**src/rtl/lrupr_pkg.sv**
```systemverilog
// lrupr_pkg: shared constants and types for the lru page replacement core
// no dependencies; used by lrupr_frame_store, lrupr_cmp_unit and the top level
package lrupr_pkg;

    // default geometry
    localparam int FRAMES_DEF    = 16;
    localparam int PAGE_BITS_DEF = 16;

    // fixed port widths
    localparam int CFG_W       = 5;
    localparam int PAGE_PORT_W = 16;
    localparam int IDX_OUT_W   = 4;
    localparam int FAULT_W     = 32;

    // frames_in_use after reset
    localparam logic [CFG_W-1:0] CFG_RESET = 5'd16;

    // flags from the shared compare unit
    typedef struct packed {
        logic match;   // valid frame holds the requested page
        logic empty;   // frame not valid
        logic gt;      // stored rank above reference rank
        logic lt;      // stored rank below reference rank
    } cmp_flags_t;

endpackage

```
**src/rtl/lrupr_frame_store.sv**
```systemverilog
// lrupr_frame_store: frame page and rank memories plus per-frame valid bits
// depends on lrupr_pkg; one registered read port, separate page and rank write ports
module lrupr_frame_store
    import lrupr_pkg::*;
#(
    parameter int FRAMES    = FRAMES_DEF,
    parameter int PAGE_BITS = PAGE_BITS_DEF,
    parameter int IW        = (FRAMES > 1) ? $clog2(FRAMES) : 1
)
(
    input  logic                 clk,
    input  logic                 rst_n,
    input  logic [IW-1:0]        rd_addr,
    output logic                 rd_valid,
    output logic [PAGE_BITS-1:0] rd_page,
    output logic [IW-1:0]        rd_rank,
    input  logic                 pg_we,
    input  logic [IW-1:0]        pg_waddr,
    input  logic [PAGE_BITS-1:0] pg_wdata,
    input  logic                 rk_we,
    input  logic [IW-1:0]        rk_waddr,
    input  logic [IW-1:0]        rk_wdata,
    input  logic                 set_valid,
    input  logic [IW-1:0]        set_idx
);

    logic [PAGE_BITS-1:0] page_mem [FRAMES];
    logic [IW-1:0]        rank_mem [FRAMES];
    logic [FRAMES-1:0]    valid_reg;

    // page memory
    always_ff @(posedge clk)
    begin
        if (pg_we)
        begin
            page_mem[pg_waddr] <= pg_wdata;
        end
        rd_page <= page_mem[rd_addr];
    end

    // rank memory
    always_ff @(posedge clk)
    begin
        if (rk_we)
        begin
            rank_mem[rk_waddr] <= rk_wdata;
        end
        rd_rank <= rank_mem[rd_addr];
    end

    // valid bits, cleared by reset
    always_ff @(posedge clk or negedge rst_n)
    begin
        if (!rst_n)
        begin
            valid_reg <= '0;
            rd_valid  <= 1'b0;
        end
        else
        begin
            if (set_valid)
            begin
                valid_reg[set_idx] <= 1'b1;
            end
            rd_valid <= valid_reg[rd_addr];
        end
    end

endmodule

```
**src/rtl/lrupr_cmp_unit.sv**
```systemverilog
// lrupr_cmp_unit: shared compare unit for page match, empty test and rank ordering
// depends on lrupr_pkg; used once per frame visit by the sequencer
module lrupr_cmp_unit
    import lrupr_pkg::*;
#(
    parameter int PAGE_BITS = PAGE_BITS_DEF,
    parameter int RW        = 4
)
(
    input  logic                 valid_bit,
    input  logic [PAGE_BITS-1:0] page_data,
    input  logic [PAGE_BITS-1:0] req_page,
    input  logic [RW-1:0]        rank_data,
    input  logic [RW-1:0]        rank_ref,
    output cmp_flags_t           flags,
    output logic [RW-1:0]        rank_inc
);

    // one equality and two magnitude compares
    always_comb
    begin
        flags.match = valid_bit && (page_data == req_page);
        flags.empty = !valid_bit;
        flags.gt    = rank_data > rank_ref;
        flags.lt    = rank_data < rank_ref;
    end

    // aged rank; never overflows since valid ranks are a permutation
    assign rank_inc = rank_data + RW'(1);

endmodule

```
**src/rtl/lru_page_replacement_core.sv**
```systemverilog
// Fully associative LRU page replacement core. Pulse start while busy is low to transfer
// one page_number; the result appears on the result ports for exactly one cycle with done
// high and cannot be held off, so the receiver must take it then. One reference runs a
// scan of the n active frames through the single registered read port of the frame
// memories, a decision step, then a rank update sweep over all FRAMES frames through the
// same port. The user must write frames_in_use via cfg_write/cfg_data only while idle;
// the core itself does not enforce this. 0 acts as 1 and values above FRAMES act as FRAMES.
module lru_page_replacement_core
    import lrupr_pkg::*;
#(
    parameter int FRAMES    = FRAMES_DEF,
    parameter int PAGE_BITS = PAGE_BITS_DEF
)
(
    input  logic                   clk,
    input  logic                   rst_n,
    input  logic                   start,
    output logic                   busy,
    input  logic [PAGE_PORT_W-1:0] page_number,
    input  logic                   cfg_write,
    input  logic [CFG_W-1:0]       cfg_data,
    output logic                   done,
    output logic                   hit,
    output logic [IDX_OUT_W-1:0]   frame_index,
    output logic                   evicted_valid,
    output logic [PAGE_PORT_W-1:0] evicted_page,
    output logic [FAULT_W-1:0]     fault_total
);

    localparam int IW = (FRAMES > 1) ? $clog2(FRAMES) : 1;
    localparam int CW = $clog2(FRAMES + 1);
    localparam logic [CW-1:0] FRAMES_C = CW'(FRAMES);

    typedef enum logic [3:0] {
        ST_IDLE   = 4'b0001,
        ST_SCAN   = 4'b0010,
        ST_DECIDE = 4'b0100,
        ST_UPDATE = 4'b1000
    } state_t;

    state_t                state_reg, state_next;
    logic [CFG_W-1:0]      cfg_reg;
    logic [CW-1:0]         n_reg, n_next, n_clamped;
    logic [CW-1:0]         addr_reg, addr_next;
    logic                  pv_reg, pv_next;
    logic [IW-1:0]         pi_reg, pi_next;
    logic [PAGE_BITS-1:0]  page_reg, page_next;
    logic                  hit_found_reg, hit_found_next;
    logic [IW-1:0]         hit_idx_reg, hit_idx_next;
    logic [IW-1:0]         hit_rank_reg, hit_rank_next;
    logic                  empty_found_reg, empty_found_next;
    logic [IW-1:0]         empty_idx_reg, empty_idx_next;
    logic [IW-1:0]         best_idx_reg, best_idx_next;
    logic [IW-1:0]         best_rank_reg, best_rank_next;
    logic [PAGE_BITS-1:0]  best_page_reg, best_page_next;
    logic [IW-1:0]         target_reg, target_next;
    logic [IW-1:0]         rref_reg, rref_next;
    logic                  fill_reg, fill_next;
    logic                  ev_reg, ev_next;
    logic [PAGE_BITS-1:0]  ev_page_reg, ev_page_next;
    logic [FAULT_W-1:0]    fault_reg, fault_next;
    logic                  done_reg, done_next;

    // store and compare unit hookup
    logic                  rd_valid;
    logic [PAGE_BITS-1:0]  rd_page;
    logic [IW-1:0]         rd_rank;
    logic                  pg_we, rk_we, set_valid;
    logic [IW-1:0]         rk_wdata;
    logic [IW-1:0]         rank_ref;
    logic [IW-1:0]         rank_inc;
    cmp_flags_t            flags;
    logic [31:0]           ev_page_wide;

    lrupr_frame_store #(
        .FRAMES    (FRAMES),
        .PAGE_BITS (PAGE_BITS),
        .IW        (IW)
    ) u_store (
        .clk       (clk),
        .rst_n     (rst_n),
        .rd_addr   (addr_reg[IW-1:0]),
        .rd_valid  (rd_valid),
        .rd_page   (rd_page),
        .rd_rank   (rd_rank),
        .pg_we     (pg_we),
        .pg_waddr  (target_next),
        .pg_wdata  (page_reg),
        .rk_we     (rk_we),
        .rk_waddr  (pi_reg),
        .rk_wdata  (rk_wdata),
        .set_valid (set_valid),
        .set_idx   (target_next)
    );

    assign rank_ref = (state_reg == ST_SCAN) ? best_rank_reg : rref_reg;

    lrupr_cmp_unit #(
        .PAGE_BITS (PAGE_BITS),
        .RW        (IW)
    ) u_cmp (
        .valid_bit (rd_valid),
        .page_data (rd_page),
        .req_page  (page_reg),
        .rank_data (rd_rank),
        .rank_ref  (rank_ref),
        .flags     (flags),
        .rank_inc  (rank_inc)
    );

    // active frame count, clamped to 1..FRAMES
    always_comb
    begin
        if (cfg_reg == '0)
        begin
            n_clamped = CW'(1);
        end
        else if (32'(cfg_reg) > FRAMES)
        begin
            n_clamped = FRAMES_C;
        end
        else
        begin
            n_clamped = CW'(cfg_reg);
        end
    end

    // sequencer
    always_comb
    begin
        state_next       = state_reg;
        n_next           = n_reg;
        addr_next        = addr_reg;
        pv_next          = 1'b0;
        pi_next          = pi_reg;
        page_next        = page_reg;
        hit_found_next   = hit_found_reg;
        hit_idx_next     = hit_idx_reg;
        hit_rank_next    = hit_rank_reg;
        empty_found_next = empty_found_reg;
        empty_idx_next   = empty_idx_reg;
        best_idx_next    = best_idx_reg;
        best_rank_next   = best_rank_reg;
        best_page_next   = best_page_reg;
        target_next      = target_reg;
        rref_next        = rref_reg;
        fill_next        = fill_reg;
        ev_next          = ev_reg;
        ev_page_next     = ev_page_reg;
        fault_next       = fault_reg;
        done_next        = 1'b0;
        pg_we            = 1'b0;
        set_valid        = 1'b0;
        rk_we            = 1'b0;
        rk_wdata         = rank_inc;

        unique case (state_reg)
            ST_IDLE:
            begin
                if (start)
                begin
                    page_next        = PAGE_BITS'(page_number);
                    n_next           = n_clamped;
                    addr_next        = '0;
                    hit_found_next   = 1'b0;
                    empty_found_next = 1'b0;
                    state_next       = ST_SCAN;
                end
            end

            ST_SCAN:
            begin
                // issue next read
                if (addr_reg < n_reg)
                begin
                    pv_next   = 1'b1;
                    pi_next   = addr_reg[IW-1:0];
                    addr_next = addr_reg + CW'(1);
                end
                // evaluate returning frame
                if (pv_reg)
                begin
                    if (flags.match && !hit_found_reg)
                    begin
                        hit_found_next = 1'b1;
                        hit_idx_next   = pi_reg;
                        hit_rank_next  = rd_rank;
                    end
                    if (flags.empty && !empty_found_reg)
                    begin
                        empty_found_next = 1'b1;
                        empty_idx_next   = pi_reg;
                    end
                    if ((pi_reg == '0) || flags.gt)
                    begin
                        best_idx_next  = pi_reg;
                        best_rank_next = rd_rank;
                        best_page_next = rd_page;
                    end
                end
                if (addr_reg == n_reg)
                begin
                    state_next = ST_DECIDE;
                end
            end

            ST_DECIDE:
            begin
                ev_next = 1'b0;
                if (hit_found_reg)
                begin
                    target_next = hit_idx_reg;
                    rref_next   = hit_rank_reg;
                    fill_next   = 1'b0;
                end
                else
                begin
                    if (fault_reg != '1)
                    begin
                        fault_next = fault_reg + FAULT_W'(1);
                    end
                    pg_we = 1'b1;
                    if (empty_found_reg)
                    begin
                        target_next = empty_idx_reg;
                        fill_next   = 1'b1;
                        set_valid   = 1'b1;
                    end
                    else
                    begin
                        target_next  = best_idx_reg;
                        rref_next    = best_rank_reg;
                        fill_next    = 1'b0;
                        ev_next      = 1'b1;
                        ev_page_next = best_page_reg;
                    end
                end
                addr_next  = '0;
                state_next = ST_UPDATE;
            end

            ST_UPDATE:
            begin
                // issue next read over every frame
                if (addr_reg < FRAMES_C)
                begin
                    pv_next   = 1'b1;
                    pi_next   = addr_reg[IW-1:0];
                    addr_next = addr_reg + CW'(1);
                end
                // write back aged, refreshed or unchanged rank
                if (pv_reg)
                begin
                    rk_we = 1'b1;
                    if (pi_reg == target_reg)
                    begin
                        rk_wdata = '0;
                    end
                    else if (rd_valid && (fill_reg || flags.lt))
                    begin
                        rk_wdata = rank_inc;
                    end
                    else
                    begin
                        rk_wdata = rd_rank;
                    end
                end
                if (addr_reg == FRAMES_C)
                begin
                    done_next  = 1'b1;
                    state_next = ST_IDLE;
                end
            end

            default:
            begin
                state_next = ST_IDLE;
            end
        endcase
    end

    // control registers
    always_ff @(posedge clk or negedge rst_n)
    begin
        if (!rst_n)
        begin
            state_reg <= ST_IDLE;
            cfg_reg   <= CFG_RESET;
            fault_reg <= '0;
            done_reg  <= 1'b0;
            pv_reg    <= 1'b0;
            addr_reg  <= '0;
        end
        else
        begin
            state_reg <= state_next;
            fault_reg <= fault_next;
            done_reg  <= done_next;
            pv_reg    <= pv_next;
            addr_reg  <= addr_next;
            if (cfg_write)
            begin
                cfg_reg <= cfg_data;
            end
        end
    end

    // datapath registers
    always_ff @(posedge clk)
    begin
        n_reg           <= n_next;
        pi_reg          <= pi_next;
        page_reg        <= page_next;
        hit_found_reg   <= hit_found_next;
        hit_idx_reg     <= hit_idx_next;
        hit_rank_reg    <= hit_rank_next;
        empty_found_reg <= empty_found_next;
        empty_idx_reg   <= empty_idx_next;
        best_idx_reg    <= best_idx_next;
        best_rank_reg   <= best_rank_next;
        best_page_reg   <= best_page_next;
        target_reg      <= target_next;
        rref_reg        <= rref_next;
        fill_reg        <= fill_next;
        ev_reg          <= ev_next;
        ev_page_reg     <= ev_page_next;
    end

    // result ports
    assign ev_page_wide  = ev_reg ? 32'(ev_page_reg) : 32'd0;
    assign busy          = (state_reg != ST_IDLE);
    assign done          = done_reg;
    assign hit           = !ev_reg && !fill_reg;
    assign frame_index   = IDX_OUT_W'(target_reg);
    assign evicted_valid = ev_reg;
    assign evicted_page  = ev_page_wide[PAGE_PORT_W-1:0];
    assign fault_total   = fault_reg;

    // checks
    a_done_after_update: assert property (@(posedge clk) disable iff (!rst_n)
        done |-> $past(state_reg == ST_UPDATE))
        else $error("done without a finished update sweep");

    a_busy_after_start: assert property (@(posedge clk) disable iff (!rst_n)
        (start && !busy) |=> busy)
        else $error("start transfer did not raise busy");

    a_hit_no_evict: assert property (@(posedge clk) disable iff (!rst_n)
        (done && hit) |-> (!evicted_valid && (fault_total == $past(fault_total))))
        else $error("hit evicted a page or counted a fault");

    a_fault_monotonic: assert property (@(posedge clk) disable iff (!rst_n)
        1'b1 |=> (fault_reg >= $past(fault_reg)))
        else $error("fault total decreased");

    a_done_idle: assert property (@(posedge clk) disable iff (!rst_n)
        done |-> !busy)
        else $error("result shown while busy");

endmodule
```
**config.mk**
```make
export PLATFORM = sky130hd
export DESIGN_NAME = lru_page_replacement_core
export DESIGN_NICKNAME = d
export VERILOG_FILES = /design/src/rtl/lrupr_pkg.sv /design/src/rtl/lrupr_frame_store.sv /design/src/rtl/lrupr_cmp_unit.sv /design/src/rtl/lru_page_replacement_core.sv
export SDC_FILE = /design/constraint.sdc
export NUM_CORES = 1
export LEC_CHECK = 0
export CAP_MARGIN = 15
export CORE_ASPECT_RATIO = 1.5
export CORE_MARGIN = 5
export CORE_UTILIZATION = 55
export CTS_BUF_LIST = sky130_fd_sc_hd__clkbuf_8
export DETAILED_ROUTE_END_ITERATION = 8
export DONT_BUFFER_PORTS = 1
export PLACE_DENSITY = 0.7
export RECOVER_POWER = 25
export SYNTH_ARGS = -nofsm -noshare
export SYNTH_HDL_FRONTEND = slang
export SYNTH_SLANG_ARGS = --single-unit
```
**constraint.sdc**
```tcl
create_clock -name clk -period 4.45 [get_ports clk]
set_input_delay 0.445 -clock clk [delete_from_list [all_inputs] [get_ports clk]]
set_output_delay 0.445 -clock clk [all_outputs]
set_load 0.03 [all_outputs]
```
==> metrics.txt, run 1 <==
# TYPE chip_impl_metric gauge
chip_impl_metric{name="layout-drive-gt1-share",unit="%"} 23.4
chip_impl_metric{name="fin_area",unit="mm^2"} 0.0217
chip_impl_metric{name="grt_pass1_vias",unit=""} 10200
chip_impl_metric{name="final-max-slew-violation-count",unit=""} 28
chip_impl_metric{name="drtPass1Iterations",unit=""} 5
chip_impl_metric{name="post_syn_area",unit="mm^2"} 0.0194
chip_impl_metric{name="synth_largest_type_area_fraction",unit="%"} 62.5
chip_impl_metric{name="post_synth_num_cell_types",unit=""} 58
chip_impl_metric{name="pre_cts_ws",unit="ns"} 1.17
chip_impl_metric{name="avgViaCountPerCell",unit=""} 5.86
chip_impl_metric{name="numClockSinks",unit=""} 494
chip_impl_metric{name="cts_buffer_depth",unit=""} 3
chip_impl_metric{name="clk_pin_slew_worst_paths",unit="ns"} 0.06
chip_impl_info{name="crit_path_end",value="pi_reg[1]"} 1
chip_impl_info{name="rsz0062_at_grt",value="no"} 1
chip_impl_metric{name="routabilityCongestion",unit=""} 0.795
chip_impl_metric{name="cp.arrival",unit="ns"} 4.00
chip_impl_metric{name="yosysWarningCount",unit=""} 0
chip_impl_metric{name="layout.nets",unit=""} 1162
chip_impl_metric{name="design.die.area",unit="mm^2"} 0.0393
chip_impl_metric{name="power_density",unit="mW/mm^2"} 509
chip_impl_metric{name="core",unit="mm^2"} 0.0350
chip_impl_metric{name="leakagePower",unit="nW"} 7.40
chip_impl_metric{name="timing_hold_violations_final",unit=""} 0
chip_impl_metric{name="drt.antenna.violating_nets",unit=""} 0
chip_impl_metric{name="cts_max_level",unit=""} 3
chip_impl_metric{name="design_power_total",unit="mW"} 11.1
chip_impl_metric{name="cts_setup_buffers",unit=""} 0
chip_impl_metric{name="clk-insertion-delay-late",unit="ns"} 0.62
chip_impl_metric{name="largest_reg_flops",unit=""} 256
chip_impl_metric{name="cp_max_fo",unit=""} 27
chip_impl_metric{name="place.detailed.hpwl",unit="um"} 26000
chip_impl_metric{name="layout_min_cycle_time",unit="ns"} 3.75
chip_impl_info{name="crit_end_element",value="register"} 1
chip_impl_info{name="worst_r2r_end",value="pi_reg[1]"} 1
chip_impl_metric{name="setup-tns-final",unit="ns"} 0
chip_impl_metric{name="number_of_fillers_in_the_final_layout",unit=""} 2502
chip_impl_metric{name="fmax",unit="MHz"} 267
chip_impl_metric{name="mappedNetlistNets",unit=""} 1076
chip_impl_metric{name="synth-edff-count",unit=""} 405
chip_impl_metric{name="timing_worst_slew_pin_value",unit="ns"} 2.02
chip_impl_info{name="worstHoldPathType",value="primary input to register"} 1
chip_impl_info{name="largest-register",value="u_store.page_mem"} 1
chip_impl_metric{name="globalRouteTotalUtil",unit="%"} 21.6
chip_impl_info{name="violations",value="max-capacitance violations, max-slew violations"} 1
chip_impl_metric{name="areaGrowthSynthToFinish",unit="%"} 11.8
chip_impl_info{name="critPathSlowestCell",value="sky130_fd_sc_hd__clkbuf_1"} 1
chip_impl_metric{name="crit_path_required_time",unit="ns"} 4.70
chip_impl_info{name="yosys.area.top_type",value="sky130_fd_sc_hd__edfxtp_1"} 1
chip_impl_metric{name="pin_count",unit=""} 81
chip_impl_metric{name="placedInstanceArea",unit="mm^2"} 0.0201
chip_impl_metric{name="synth_sequential_area_ratio",unit="%"} 73.4
chip_impl_metric{name="ctsHoldBuffers",unit=""} 25
chip_impl_metric{name="multi_input_area",unit="mm^2"} 0.00498
chip_impl_metric{name="drv_cap",unit=""} 1
chip_impl_info{name="tritoncts_clock_tree",value="built"} 1
chip_impl_metric{name="postSynth.asyncResetShare",unit="%"} 13.2
chip_impl_metric{name="ff_latch_count_synth",unit=""} 494
chip_impl_metric{name="sequential_cell_area_in_the_final_layout",unit="mm^2"} 0.0143
chip_impl_metric{name="grt_overflow_total",unit=""} 0
chip_impl_metric{name="synth_area_per_cell",unit="um^2"} 18.8
chip_impl_metric{name="routedWlPerCell",unit="um"} 24.9
chip_impl_info{name="timing.critical_path.from_type",value="register"} 1
chip_impl_metric{name="cts_resized",unit=""} 0
chip_impl_info{name="cts.root.buffer_cell",value="sky130_fd_sc_hd__clkbuf_8"} 1
chip_impl_metric{name="start_util",unit="%"} 55.6
chip_impl_info{name="r2r-start",value="addr_reg[3]"} 1
chip_impl_metric{name="worst_path_largest_cell_delay",unit="ns"} 1.44
chip_impl_metric{name="netlist_instances",unit=""} 1036
chip_impl_info{name="status",value="finished, violations left"} 1
chip_impl_metric{name="route.vias.total",unit=""} 9685
chip_impl_info{name="worstPathCellList",value="clkbuf_1 > ha_1 > nand4_1 > nor2_1 > or4_1 > o21ai_0"} 1
chip_impl_metric{name="timing.final.ws_setup",unit="ns"} 0.698
chip_impl_metric{name="grt_first_pass_wirelength",unit="um"} 62600
chip_impl_metric{name="fp.dieW",unit="um"} 164
chip_impl_info{name="synth_top_cells_by_area",value="sky130_fd_sc_hd__edfxtp_1 (63%), sky130_fd_sc_hd__mux4_2 (12%), sky130_fd_sc_hd__dfrtp_1 (8.1%)"} 1
chip_impl_metric{name="slew_headroom",unit="%"} -34.6
chip_impl_info{name="synth_ff_type",value="sky130_fd_sc_hd__edfxtp_1"} 1
chip_impl_metric{name="route.final.wire_length",unit="um"} 41100
chip_impl_metric{name="detail_route.iter0.violations",unit=""} 872
chip_impl_metric{name="numPortBuffers",unit=""} 0
chip_impl_metric{name="vdd.ir_drop.worst",unit="uV"} 335
chip_impl_metric{name="grt_max_degree",unit=""} 66
chip_impl_metric{name="final.period_utilization",unit="%"} 84.3
chip_impl_metric{name="fin_worst_skew",unit="ns"} 0.0217
chip_impl_metric{name="drc",unit=""} 0
chip_impl_metric{name="rrSetupSlack",unit="ns"} 0.70
chip_impl_metric{name="number_of_clock_buffers_inserted_by_tritoncts",unit=""} 73
chip_impl_info{name="critPathKind",value="register to register"} 1
chip_impl_info{name="critical_path.startpoint",value="addr_reg[3]"} 1
chip_impl_metric{name="grt_antenna_before_repair",unit=""} 1
chip_impl_metric{name="timing.reg2reg.worst_path_depth",unit=""} 6
chip_impl_metric{name="floorplan.die.height",unit="um"} 240
chip_impl_metric{name="setup_viol",unit=""} 0
chip_impl_metric{name="rows",unit=""} 84
## worst min path at each step
stage                     start           to  slack [ns]  cells after the start
final                     start  addr_reg[3]        0.33                      4
after detailed placement  rst_n   cfg_reg[0]        0.15                      0
after global placement    rst_n   cfg_reg[2]        0.15                      0
after CTS                 start  addr_reg[3]        0.29                      4
after global routing      rst_n   cfg_reg[0]        0.34                      2
after floorplan           rst_n  addr_reg[0]        0.15                      0
## per-stage QoR
| step | hold WS (ns) | instances | utilization (%) |
|---|---|---|---|
| CTS | 0.294 | 1651 | 62.1 |
| global placement | 0.151 | 1495 | 57.5 |
| floorplan | 0.149 | 1036 | - |
| detailed placement | 0.151 | 1495 | 57.5 |
| global route | 0.345 | 1652 | 62.1 |
| finish | 0.331 | 1652 | 62.1 |
## cell type report
class | count | share of cell area [%]
antenna | 1 | 0.0115
clock buffer | 81 | 5.13
clock inverter | 50 | 1.04
inverter | 22 | 0.380
multi-input combinational | 481 | 22.9
sequential | 494 | 65.7
tap | 473 | 2.72
timing repair buffer | 50 | 2.10
## placed cells by master, fill, tap and decap left out, drive strengths merged, types with 20 or more instances in the layout
master and n:
edfxtp 405, mux4 105, clkbuf 84, dfrtp 63
inv 49, nor2 46, nand2 44, xor2 34
dfxtp 24, dlygate4sd3 24, buf 23, and2 21
nor3 21, nand3 20, clkinv 20
## logic make-up after synthesis
logic type	Yosys count	synth area share (%)
fa+ha+maj	15	0.965
simple gates	231	6.68
xor+xnor	50	2.25
compound gates	54	1.83
mux	131	13.6
buf+inv	61	1.30
flops	494	73.4
## where the power goes
part | internal, mW | switching (mW) | leakage (nW) | total (mW)
logic | 0.825 | 0.858 | 1.88 | 1.68
registers | 5.51 | 0.489 | 4.73 | 6.00
clock network | 1.68 | 1.69 | 0.783 | 3.37
## Yosys cell counts, drive strengths merged (15+ instances only)
library cell,instances
edfxtp,405
mux4,105
dfrtp,63
nor2,46
nand2,44
xor2,34
clkbuf,26
dfxtp,24
and2,21
inv,21
nor3,21
nand3,20
xnor2,16
ha,15
nand4,15
o21bai,15
## routing by layer
metal  share of wire, %  GRT usage (%)  vias up
met3                6.2           4.82       64
met1                 38           27.2     5031
met2                 53           37.5      312
met5                  0              0        -
li1                   -              -     4278
met4                2.3           7.17        0
## critical path, delay by kind of cell (launching register included)
| family | cells | cell delay, ns |
|---|---|---|
| DFF | 1 | 0.32 |
| and+or+nand+nor | 3 | 0.80 |
| adders and majority gates | 1 | 0.49 |
| AOI/OAI and AO/OA | 1 | 0.33 |
| buffers and inverters | 1 | 1.44 |
No activity file was read; power rests on OpenSTA's default activity.
==> run 2: changes to the inputs <==
Settings changed: ABC_AREA from default to 1.
Clock period 4.45 ns to 3.79 ns, I/O delays scaled along.
==> run 2 against run 1 <==
Net effect: the run still ends with max-capacitance violations, max-slew violations left; die area rose by 6.3%; first-iteration DRC count rose by 43%; critical endpoint is now u_store.rank_mem[11][3]; critical path depth rose by 9; clock-buffer cell count rose by 6.
==> metrics.txt, run 2 <==
# TYPE chip_impl_metric gauge
chip_impl_info{name="status",value="finished, violations left"} 1
chip_impl_info{name="violations",value="max-capacitance violations, max-slew violations"} 1
chip_impl_info{name="timing.critical_path.from_type",value="register"} 1
chip_impl_metric{name="numClockSinks",unit=""} 494
chip_impl_metric{name="clk-insertion-delay-late",unit="ns"} 0.65
chip_impl_info{name="worst_r2r_end",value="u_store.rank_mem[11][3]"} 1
chip_impl_info{name="main_combinational_cell_family_by_area_after_synthesis",value="simple AND/OR/NAND/NOR gates"} 1
chip_impl_metric{name="numPortBuffers",unit=""} 0
chip_impl_metric{name="pin_count",unit=""} 81
chip_impl_metric{name="fin_worst_skew",unit="ns"} 0.0300
chip_impl_metric{name="fp.dieW",unit="um"} 169
chip_impl_info{name="cts.root.buffer_cell",value="sky130_fd_sc_hd__clkbuf_8"} 1
chip_impl_info{name="yosys.area.top_type",value="sky130_fd_sc_hd__edfxtp_1"} 1
chip_impl_metric{name="slew_headroom",unit="%"} -10.8
chip_impl_metric{name="final-max-slew-violation-count",unit=""} 66
chip_impl_metric{name="start_util",unit="%"} 55.4
chip_impl_metric{name="cts_max_level",unit=""} 3
chip_impl_metric{name="layout-drive-gt1-share",unit="%"} 9.90
chip_impl_metric{name="postSynth.asyncResetShare",unit="%"} 13.2
chip_impl_info{name="crit_end_element",value="register"} 1
chip_impl_metric{name="routabilityCongestion",unit=""} 0.857
chip_impl_metric{name="synth_largest_type_area_fraction",unit="%"} 58.7
chip_impl_metric{name="synth-compound-area-share",unit="%"} 8.46
chip_impl_metric{name="layout.nets",unit=""} 1983
chip_impl_info{name="synth_ff_type",value="sky130_fd_sc_hd__edfxtp_1"} 1
chip_impl_metric{name="route.final.wire_length",unit="um"} 50900
chip_impl_metric{name="grt_overflow_total",unit=""} 0
chip_impl_metric{name="grt_antenna_before_repair",unit=""} 1
chip_impl_metric{name="timing_worst_slew_pin_value",unit="ns"} 1.66
chip_impl_metric{name="largest_reg_flops",unit=""} 256
chip_impl_metric{name="cp_max_fo",unit=""} 16
chip_impl_metric{name="drv_cap",unit=""} 1
chip_impl_metric{name="route.vias.total",unit=""} 14100
chip_impl_metric{name="setup_viol",unit=""} 0
chip_impl_metric{name="grt_pass1_vias",unit=""} 14100
chip_impl_metric{name="synth-adder-area-share",unit="%"} 0.905
chip_impl_metric{name="timing.hold.ws",unit="ns"} 0.0374
chip_impl_info{name="r2r-start",value="state_reg[2]"} 1
chip_impl_metric{name="setup-tns-final",unit="ns"} 0
chip_impl_metric{name="avgViaCountPerCell",unit=""} 5.67
chip_impl_metric{name="synth_area_per_cell",unit="um^2"} 11.0
chip_impl_info{name="worstHoldPathType",value="primary input to register"} 1
chip_impl_metric{name="detail_route.iter0.violations",unit=""} 1249
chip_impl_info{name="critPathKind",value="register to register"} 1
chip_impl_info{name="min-delay-start",value="start"} 1
chip_impl_info{name="synthMostInstantiatedCell",value="sky130_fd_sc_hd__edfxtp_1"} 1
chip_impl_metric{name="areaGrowthSynthToFinish",unit="%"} 10.6
chip_impl_metric{name="simple_gate_share_of_the_synthesized_area",unit="%"} 16.4
chip_impl_metric{name="floorplan.die.height",unit="um"} 248
chip_impl_metric{name="layout_min_cycle_time",unit="ns"} 3.20
chip_impl_metric{name="globalRouteTotalUtil",unit="%"} 24.6
chip_impl_metric{name="grt_first_pass_wirelength",unit="um"} 78600
chip_impl_metric{name="place.detailed.hpwl",unit="um"} 31900
chip_impl_info{name="tritoncts_clock_tree",value="built"} 1
chip_impl_metric{name="post_syn_area",unit="mm^2"} 0.0207
chip_impl_metric{name="netlist_instances",unit=""} 1880
chip_impl_info{name="layout.cells.most_common",value="sky130_fd_sc_hd__edfxtp_1"} 1
chip_impl_info{name="final_cell_mix",value="sky130_fd_sc_hd__edfxtp_1 (405), sky130_fd_sc_hd__nand2_1 (375), sky130_fd_sc_hd__nor2_1 (317), sky130_fd_sc_hd__o21ai_0 (200), sky130_fd_sc_hd__inv_1 (141)"} 1
chip_impl_info{name="hold_path_end",value="state_reg[0]"} 1
chip_impl_metric{name="synth-edff-count",unit=""} 405
chip_impl_metric{name="drtPass1Iterations",unit=""} 6
chip_impl_metric{name="number_of_fillers_in_the_final_layout",unit=""} 3000
chip_impl_metric{name="design_power_total",unit="mW"} 13.4
chip_impl_metric{name="final_util",unit="%"} 61.2
chip_impl_metric{name="routedWlPerCell",unit="um"} 20.5
chip_impl_metric{name="synth_mux_area_share",unit="%"} 0.163
chip_impl_metric{name="timing.reg2reg.worst_path_depth",unit=""} 15
chip_impl_metric{name="ff_latch_count_synth",unit=""} 494
chip_impl_metric{name="core",unit="mm^2"} 0.0374
chip_impl_metric{name="drc",unit=""} 0
chip_impl_metric{name="fmax",unit="MHz"} 312
chip_impl_metric{name="vdd.ir_drop.worst",unit="uV"} 851
chip_impl_metric{name="drt.antenna.violating_nets",unit=""} 0
chip_impl_metric{name="fin_area",unit="mm^2"} 0.0229
chip_impl_info{name="rsz0062_at_grt",value="no"} 1
chip_impl_metric{name="synth_sequential_area_ratio",unit="%"} 68.8
chip_impl_metric{name="cts_buffer_depth",unit=""} 3
chip_impl_metric{name="synth_xor_area_share",unit="%"} 1.06
chip_impl_metric{name="cts_resized",unit=""} 0
chip_impl_metric{name="cp.arrival",unit="ns"} 3.51
chip_impl_metric{name="placedInstanceArea",unit="mm^2"} 0.0213
chip_impl_metric{name="yosysWarningCount",unit=""} 0
chip_impl_metric{name="mappedNetlistNets",unit=""} 1920
chip_impl_metric{name="design.die.area",unit="mm^2"} 0.0418
chip_impl_info{name="largest-register",value="u_store.page_mem"} 1
chip_impl_metric{name="power_density",unit="mW/mm^2"} 583
chip_impl_metric{name="post_synth_num_cell_types",unit=""} 40
chip_impl_metric{name="grt_max_degree",unit=""} 173
chip_impl_metric{name="number_of_clock_buffers_inserted_by_tritoncts",unit=""} 74
chip_impl_metric{name="timing_hold_violations_final",unit=""} 0
chip_impl_info{name="synth_top_cells_by_area",value="sky130_fd_sc_hd__edfxtp_1 (59%), sky130_fd_sc_hd__dfrtp_1 (7.6%), sky130_fd_sc_hd__nand2_1 (6.8%)"} 1
chip_impl_metric{name="clk_pin_slew_worst_paths",unit="ns"} 0.06
chip_impl_metric{name="rrSetupSlack",unit="ns"} 0.59
chip_impl_metric{name="crit_path_required_time",unit="ns"} 4.09
chip_impl_metric{name="worst_hold_path.num_cells",unit=""} 3
chip_impl_metric{name="rows",unit=""} 87
chip_impl_metric{name="leakagePower",unit="nW"} 8.62
chip_impl_info{name="most_frequent_cells_after_synthesis",value="sky130_fd_sc_hd__edfxtp_1 (405), sky130_fd_sc_hd__nand2_1 (375), sky130_fd_sc_hd__nor2_1 (322)"} 1
chip_impl_metric{name="final.period_utilization",unit="%"} 84.5
[run 2: cell types whose count changed in the layout (fill, tap and decap cells not counted), moves of 13 or more]
| cell | change |
|---|---|
| sky130_fd_sc_hd__nand2_1 | +332 |
| sky130_fd_sc_hd__nor3_1 | -14 |
| sky130_fd_sc_hd__xor2_1 | -22 |
| sky130_fd_sc_hd__inv_1 | +96 |
| sky130_fd_sc_hd__nor2_1 | +285 |
| sky130_fd_sc_hd__mux4_2 | -105 |
| sky130_fd_sc_hd__o21bai_1 | -13 |
| sky130_fd_sc_hd__and2_1 | -20 |
| sky130_fd_sc_hd__nand3_1 | +50 |
| sky130_fd_sc_hd__o21ai_0 | +186 |
| sky130_fd_sc_hd__o22ai_1 | +38 |
| sky130_fd_sc_hd__mux2i_1 | -13 |
| sky130_fd_sc_hd__o211ai_1 | +39 |
[run 2: how the worst max path moves through the flow]
stage                                    to    startpoint  slack (ns)
floorplan                   best_idx_reg[0]  state_reg[2]        0.71
global placement     u_store.rank_mem[4][2]  state_reg[2]        0.84
detailed placement  u_store.rank_mem[15][0]  state_reg[2]        0.68
CTS                 u_store.rank_mem[15][0]  state_reg[2]        0.67
global route         u_store.rank_mem[8][0]  state_reg[2]        0.38
finish              u_store.rank_mem[11][3]  state_reg[2]        0.59
[run 2: logic make-up after synthesis]
family,Yosys count
and+or+nand+nor,823
DFF,494
adders and majority gates,15
buffers and inverters,208
xor gates and xnor gates,25
muxes,3
AOI/OAI and AO/OA,312
[run 2: area by class of cell]
class	instances	area (um^2)	share of cell area (%)
antenna	1	2.50	0.0109
clock buffer	87	1200	5.22
clock inverter	46	204	0.889
inverter	129	487	2.12
multi-input combinational	1178	5600	24.4
sequential	494	14300	62.3
tap	489	612	2.67
timing repair buffer	66	546	2.38
[run 2: critical path: stages, from the launching register on]
cell	delay [ns]
sky130_fd_sc_hd__dfrtp_1	0.44
sky130_fd_sc_hd__nor2_2	0.16
sky130_fd_sc_hd__nand3_2	0.18
sky130_fd_sc_hd__inv_2	0.21
sky130_fd_sc_hd__o21ai_0	0.11
sky130_fd_sc_hd__ha_1	0.30
sky130_fd_sc_hd__nand2_1	0.05
sky130_fd_sc_hd__inv_1	0.07
sky130_fd_sc_hd__nand2_1	0.05
sky130_fd_sc_hd__nand2_1	0.07
sky130_fd_sc_hd__nand2_1	0.05
sky130_fd_sc_hd__nand2_1	0.17
sky130_fd_sc_hd__nand2_1	0.16
sky130_fd_sc_hd__nand2_1	0.10
sky130_fd_sc_hd__nand2_1	0.05
sky130_fd_sc_hd__nor2_1	0.71
[run 2: per-stage QoR]
step	worst slack (ns)	std cells
after CTS	0.666	2489
after global routing	0.385	2490
final	0.586	2490
after detailed placement	0.680	2332
after global placement	0.835	2332
after floorplan	0.707	1880
[run 2: what timing repair did]
item                                    CTS  global route
hold buffers                             24             0
setup buffers                             0             0
endpoints found under the setup margin    0             0
hold endpoints to repair                 86             0
[run 2: metal layers]
| metal | GRT usage (%) | up-vias | wire (um) |
|---|---|---|---|
| li1 | - | 6566 | - |
| met1 | 27.0 | 6860 | 18100 |
| met2 | 45.1 | 527 | 27100 |
| met3 | 4.00 | 153 | 2820 |
| met4 | 14.1 | 0 | 2920 |
| met5 | 0 | - | 0 |
[run 2: power breakdown]
group          leakage (nW)  internal (mW)  total, mW  switching (mW)
Clock                 0.809           2.10       4.13            2.03
Sequential             4.73           6.47       6.86           0.388
Combinational          3.07          0.654       2.37            1.72
Total                  8.62           9.22       13.4            4.14
==> run 3: changes to the inputs <==
Clock period 3.79 ns to 3.4 ns, I/O delays scaled along.
==> run 3 against run 2 <==
Net effect: the run still ends with max-capacitance violations, max-slew violations left; critical path depth did not move; largest power group unchanged; die area did not move; combinational power rose by 7%; final cell count fell by 0.48%; total power rose by 10%; via count fell by 1.9%; clock-buffer cell count fell by 14; fmax rose by 3.1%.
==> metrics.txt, run 3 (synthesis gave the netlist of run 2 again) <==
# TYPE chip_impl_metric gauge
chip_impl_metric{name="drv_cap",unit=""} 1
chip_impl_metric{name="avgViaCountPerCell",unit=""} 5.58
chip_impl_metric{name="cp_max_fo",unit=""} 16
chip_impl_metric{name="fmax",unit="MHz"} 322
chip_impl_metric{name="numClockSinks",unit=""} 494
chip_impl_info{name="timing.critical_path.from_type",value="register"} 1
chip_impl_metric{name="place.detailed.hpwl",unit="um"} 30900
chip_impl_metric{name="slew_headroom",unit="%"} -9.61
chip_impl_metric{name="timing_hold_violations_final",unit=""} 0
chip_impl_metric{name="route.vias.total",unit=""} 13800
chip_impl_metric{name="design.die.area",unit="mm^2"} 0.0418
chip_impl_metric{name="timing_worst_slew_pin_value",unit="ns"} 1.64
chip_impl_metric{name="timing.hold.ws",unit="ns"} 0.345
chip_impl_info{name="largest-register",value="u_store.page_mem"} 1
chip_impl_metric{name="areaGrowthSynthToFinish",unit="%"} 10.2
chip_impl_metric{name="drt.antenna.violating_nets",unit=""} 0
chip_impl_metric{name="fp.dieW",unit="um"} 169
chip_impl_metric{name="layout.nets",unit=""} 1976
chip_impl_metric{name="final.period_utilization",unit="%"} 91.4
chip_impl_metric{name="start_util",unit="%"} 55.4
chip_impl_info{name="worstHoldPathType",value="primary input to register"} 1
chip_impl_metric{name="cts_buffer_depth",unit=""} 3
chip_impl_metric{name="final-max-slew-violation-count",unit=""} 66
chip_impl_metric{name="core",unit="mm^2"} 0.0374
chip_impl_metric{name="power_density",unit="mW/mm^2"} 645
chip_impl_metric{name="number_of_clock_buffers_inserted_by_tritoncts",unit=""} 72
chip_impl_metric{name="detail_route.iter0.violations",unit=""} 1115
chip_impl_metric{name="design_power_total",unit="mW"} 14.7
chip_impl_metric{name="numPortBuffers",unit=""} 0
chip_impl_info{name="layout.cells.most_common",value="sky130_fd_sc_hd__edfxtp_1"} 1
chip_impl_metric{name="vdd.ir_drop.worst",unit="uV"} 430
chip_impl_metric{name="grt_overflow_total",unit=""} 0
chip_impl_metric{name="clk-insertion-delay-late",unit="ns"} 0.63
chip_impl_metric{name="crit_path_required_time",unit="ns"} 3.70
chip_impl_metric{name="floorplan.die.height",unit="um"} 248
chip_impl_metric{name="layout-drive-gt1-share",unit="%"} 9.56
chip_impl_metric{name="cts_max_level",unit=""} 3
chip_impl_metric{name="cp.arrival",unit="ns"} 3.41
chip_impl_info{name="critPathKind",value="register to register"} 1
chip_impl_metric{name="grt_antenna_before_repair",unit=""} 1
chip_impl_metric{name="cts_setup_buffers",unit=""} 0
chip_impl_metric{name="leakagePower",unit="nW"} 8.56
chip_impl_metric{name="route.final.wire_length",unit="um"} 48900
chip_impl_metric{name="rows",unit=""} 87
chip_impl_metric{name="routedWlPerCell",unit="um"} 19.7
chip_impl_metric{name="grt_max_degree",unit=""} 173
chip_impl_metric{name="setup-tns-final",unit="ns"} 0
chip_impl_metric{name="grt_pass1_vias",unit=""} 13900
chip_impl_info{name="cts.root.buffer_cell",value="sky130_fd_sc_hd__clkbuf_8"} 1
chip_impl_metric{name="largest_reg_flops",unit=""} 256
chip_impl_metric{name="fin_worst_skew",unit="ns"} 0.0293
chip_impl_metric{name="drc",unit=""} 0
chip_impl_metric{name="routabilityCongestion",unit=""} 0.895
chip_impl_info{name="tritoncts_clock_tree",value="built"} 1
chip_impl_metric{name="grt_first_pass_wirelength",unit="um"} 75700
chip_impl_info{name="final_cell_mix",value="sky130_fd_sc_hd__edfxtp_1 (405), sky130_fd_sc_hd__nand2_1 (375), sky130_fd_sc_hd__nor2_1 (314), sky130_fd_sc_hd__o21ai_0 (200), sky130_fd_sc_hd__inv_1 (142)"} 1
chip_impl_metric{name="pin_count",unit=""} 81
chip_impl_info{name="status",value="finished, violations left"} 1
chip_impl_info{name="crit_end_element",value="register"} 1
chip_impl_metric{name="clk_pin_slew_worst_paths",unit="ns"} 0.07
chip_impl_metric{name="layout_min_cycle_time",unit="ns"} 3.11
chip_impl_info{name="violations",value="max-capacitance violations, max-slew violations"} 1
chip_impl_info{name="rsz0062_at_grt",value="no"} 1
chip_impl_metric{name="globalRouteTotalUtil",unit="%"} 23.5
chip_impl_metric{name="drtPass1Iterations",unit=""} 5
chip_impl_metric{name="setup_viol",unit=""} 0
## run 3: cell types whose count changed in the layout (fill, tap and decap cells not counted), sizes merged
cell,delta
buf,-5
bufinv,+4
inv,-1
clkinvlp,+1
clkinv,+3
dlygate4sd3,+1
clkbuf,-15
## run 3: final timing paths
check / start / to / slack [ns] / cells after the start
max in group asynchronous: rst_n / addr_reg[0] / 1.48 / 2
max: state_reg[2] / u_store.rank_mem[8][3] / 0.29 / 15
min: page_number[8] / page_reg[8] / 0.35 / 1
min in group asynchronous: rst_n / fault_total[14] / 0.71 / 2
max reg2reg: state_reg[2] / u_store.rank_mem[8][3] / 0.29 / 15
min reg2reg: best_page_reg[0] / ev_page_reg[0] / 0.42 / 0
## run 3: layout make-up
cell class                      instances  area (um^2)
Clock inverter                         53          335
Multi-Input combinational cell       1178         5610
Antenna cell                            1         2.50
Fill cell                            2978        14600
Inverter                              129          487
Tap cell                              489          612
Clock buffer                           73         1000
Sequential cell                       494        14300
Timing Repair Buffer                   61          514
## run 3: metrics by stage
| stage | util, % | cell area, um^2 | cells | setup WS [ns] |
|---|---|---|---|---|
| 3_3_place_gp | 56.8 | 21300 | 2326 | 0.460 |
| 2_1_floorplan | - | 20700 | 1880 | 0.317 |
| 6_report | 61.0 | 22800 | 2478 | 0.293 |
| 5_1_grt | 61.0 | 22800 | 2478 | 0.0722 |
| 3_5_place_dp | 56.8 | 21300 | 2326 | 0.267 |
| 4_1_cts | 61.1 | 22900 | 2477 | 0.211 |
## run 3: metal layers
layer  global-route usage (%)  routed length (um)
met1                     25.8               17800
met4                     13.6                2780
met5                        0                   0
met3                     3.84                2480
met2                     42.9               25900
## run 3: repair_timing
action | CTS | global route
endpoints found under the hold margin | 87 | 0
gates resized for setup | 0 | 3
hold buffers | 25 | 0
endpoints found under the setup margin | 0 | 48
## run 3: where the power goes
| part | internal (mW) | leakage, nW | switching, mW |
|---|---|---|---|
| registers | 7.21 | 4.73 | 0.488 |
| clock network | 2.31 | 0.777 | 2.18 |
| logic | 0.724 | 3.05 | 1.82 |
| total | 10.3 | 8.56 | 4.49 |
## run 3: critical path, cell delays in order (launching register included)
cell                      delay (ns)
sky130_fd_sc_hd__dfrtp_1        0.45
sky130_fd_sc_hd__nor2_2         0.17
sky130_fd_sc_hd__nand3_2        0.19
sky130_fd_sc_hd__inv_2          0.21
sky130_fd_sc_hd__o21ai_0        0.14
sky130_fd_sc_hd__ha_1           0.32
sky130_fd_sc_hd__nand2_1        0.05
sky130_fd_sc_hd__inv_1          0.07
sky130_fd_sc_hd__nand2_1        0.05
sky130_fd_sc_hd__nand2_1        0.07
sky130_fd_sc_hd__nand2_1        0.05
sky130_fd_sc_hd__nand2_1        0.13
sky130_fd_sc_hd__nand2_1        0.14
sky130_fd_sc_hd__nand2_1        0.09
sky130_fd_sc_hd__nand2_1        0.05
sky130_fd_sc_hd__nor2_1         0.58
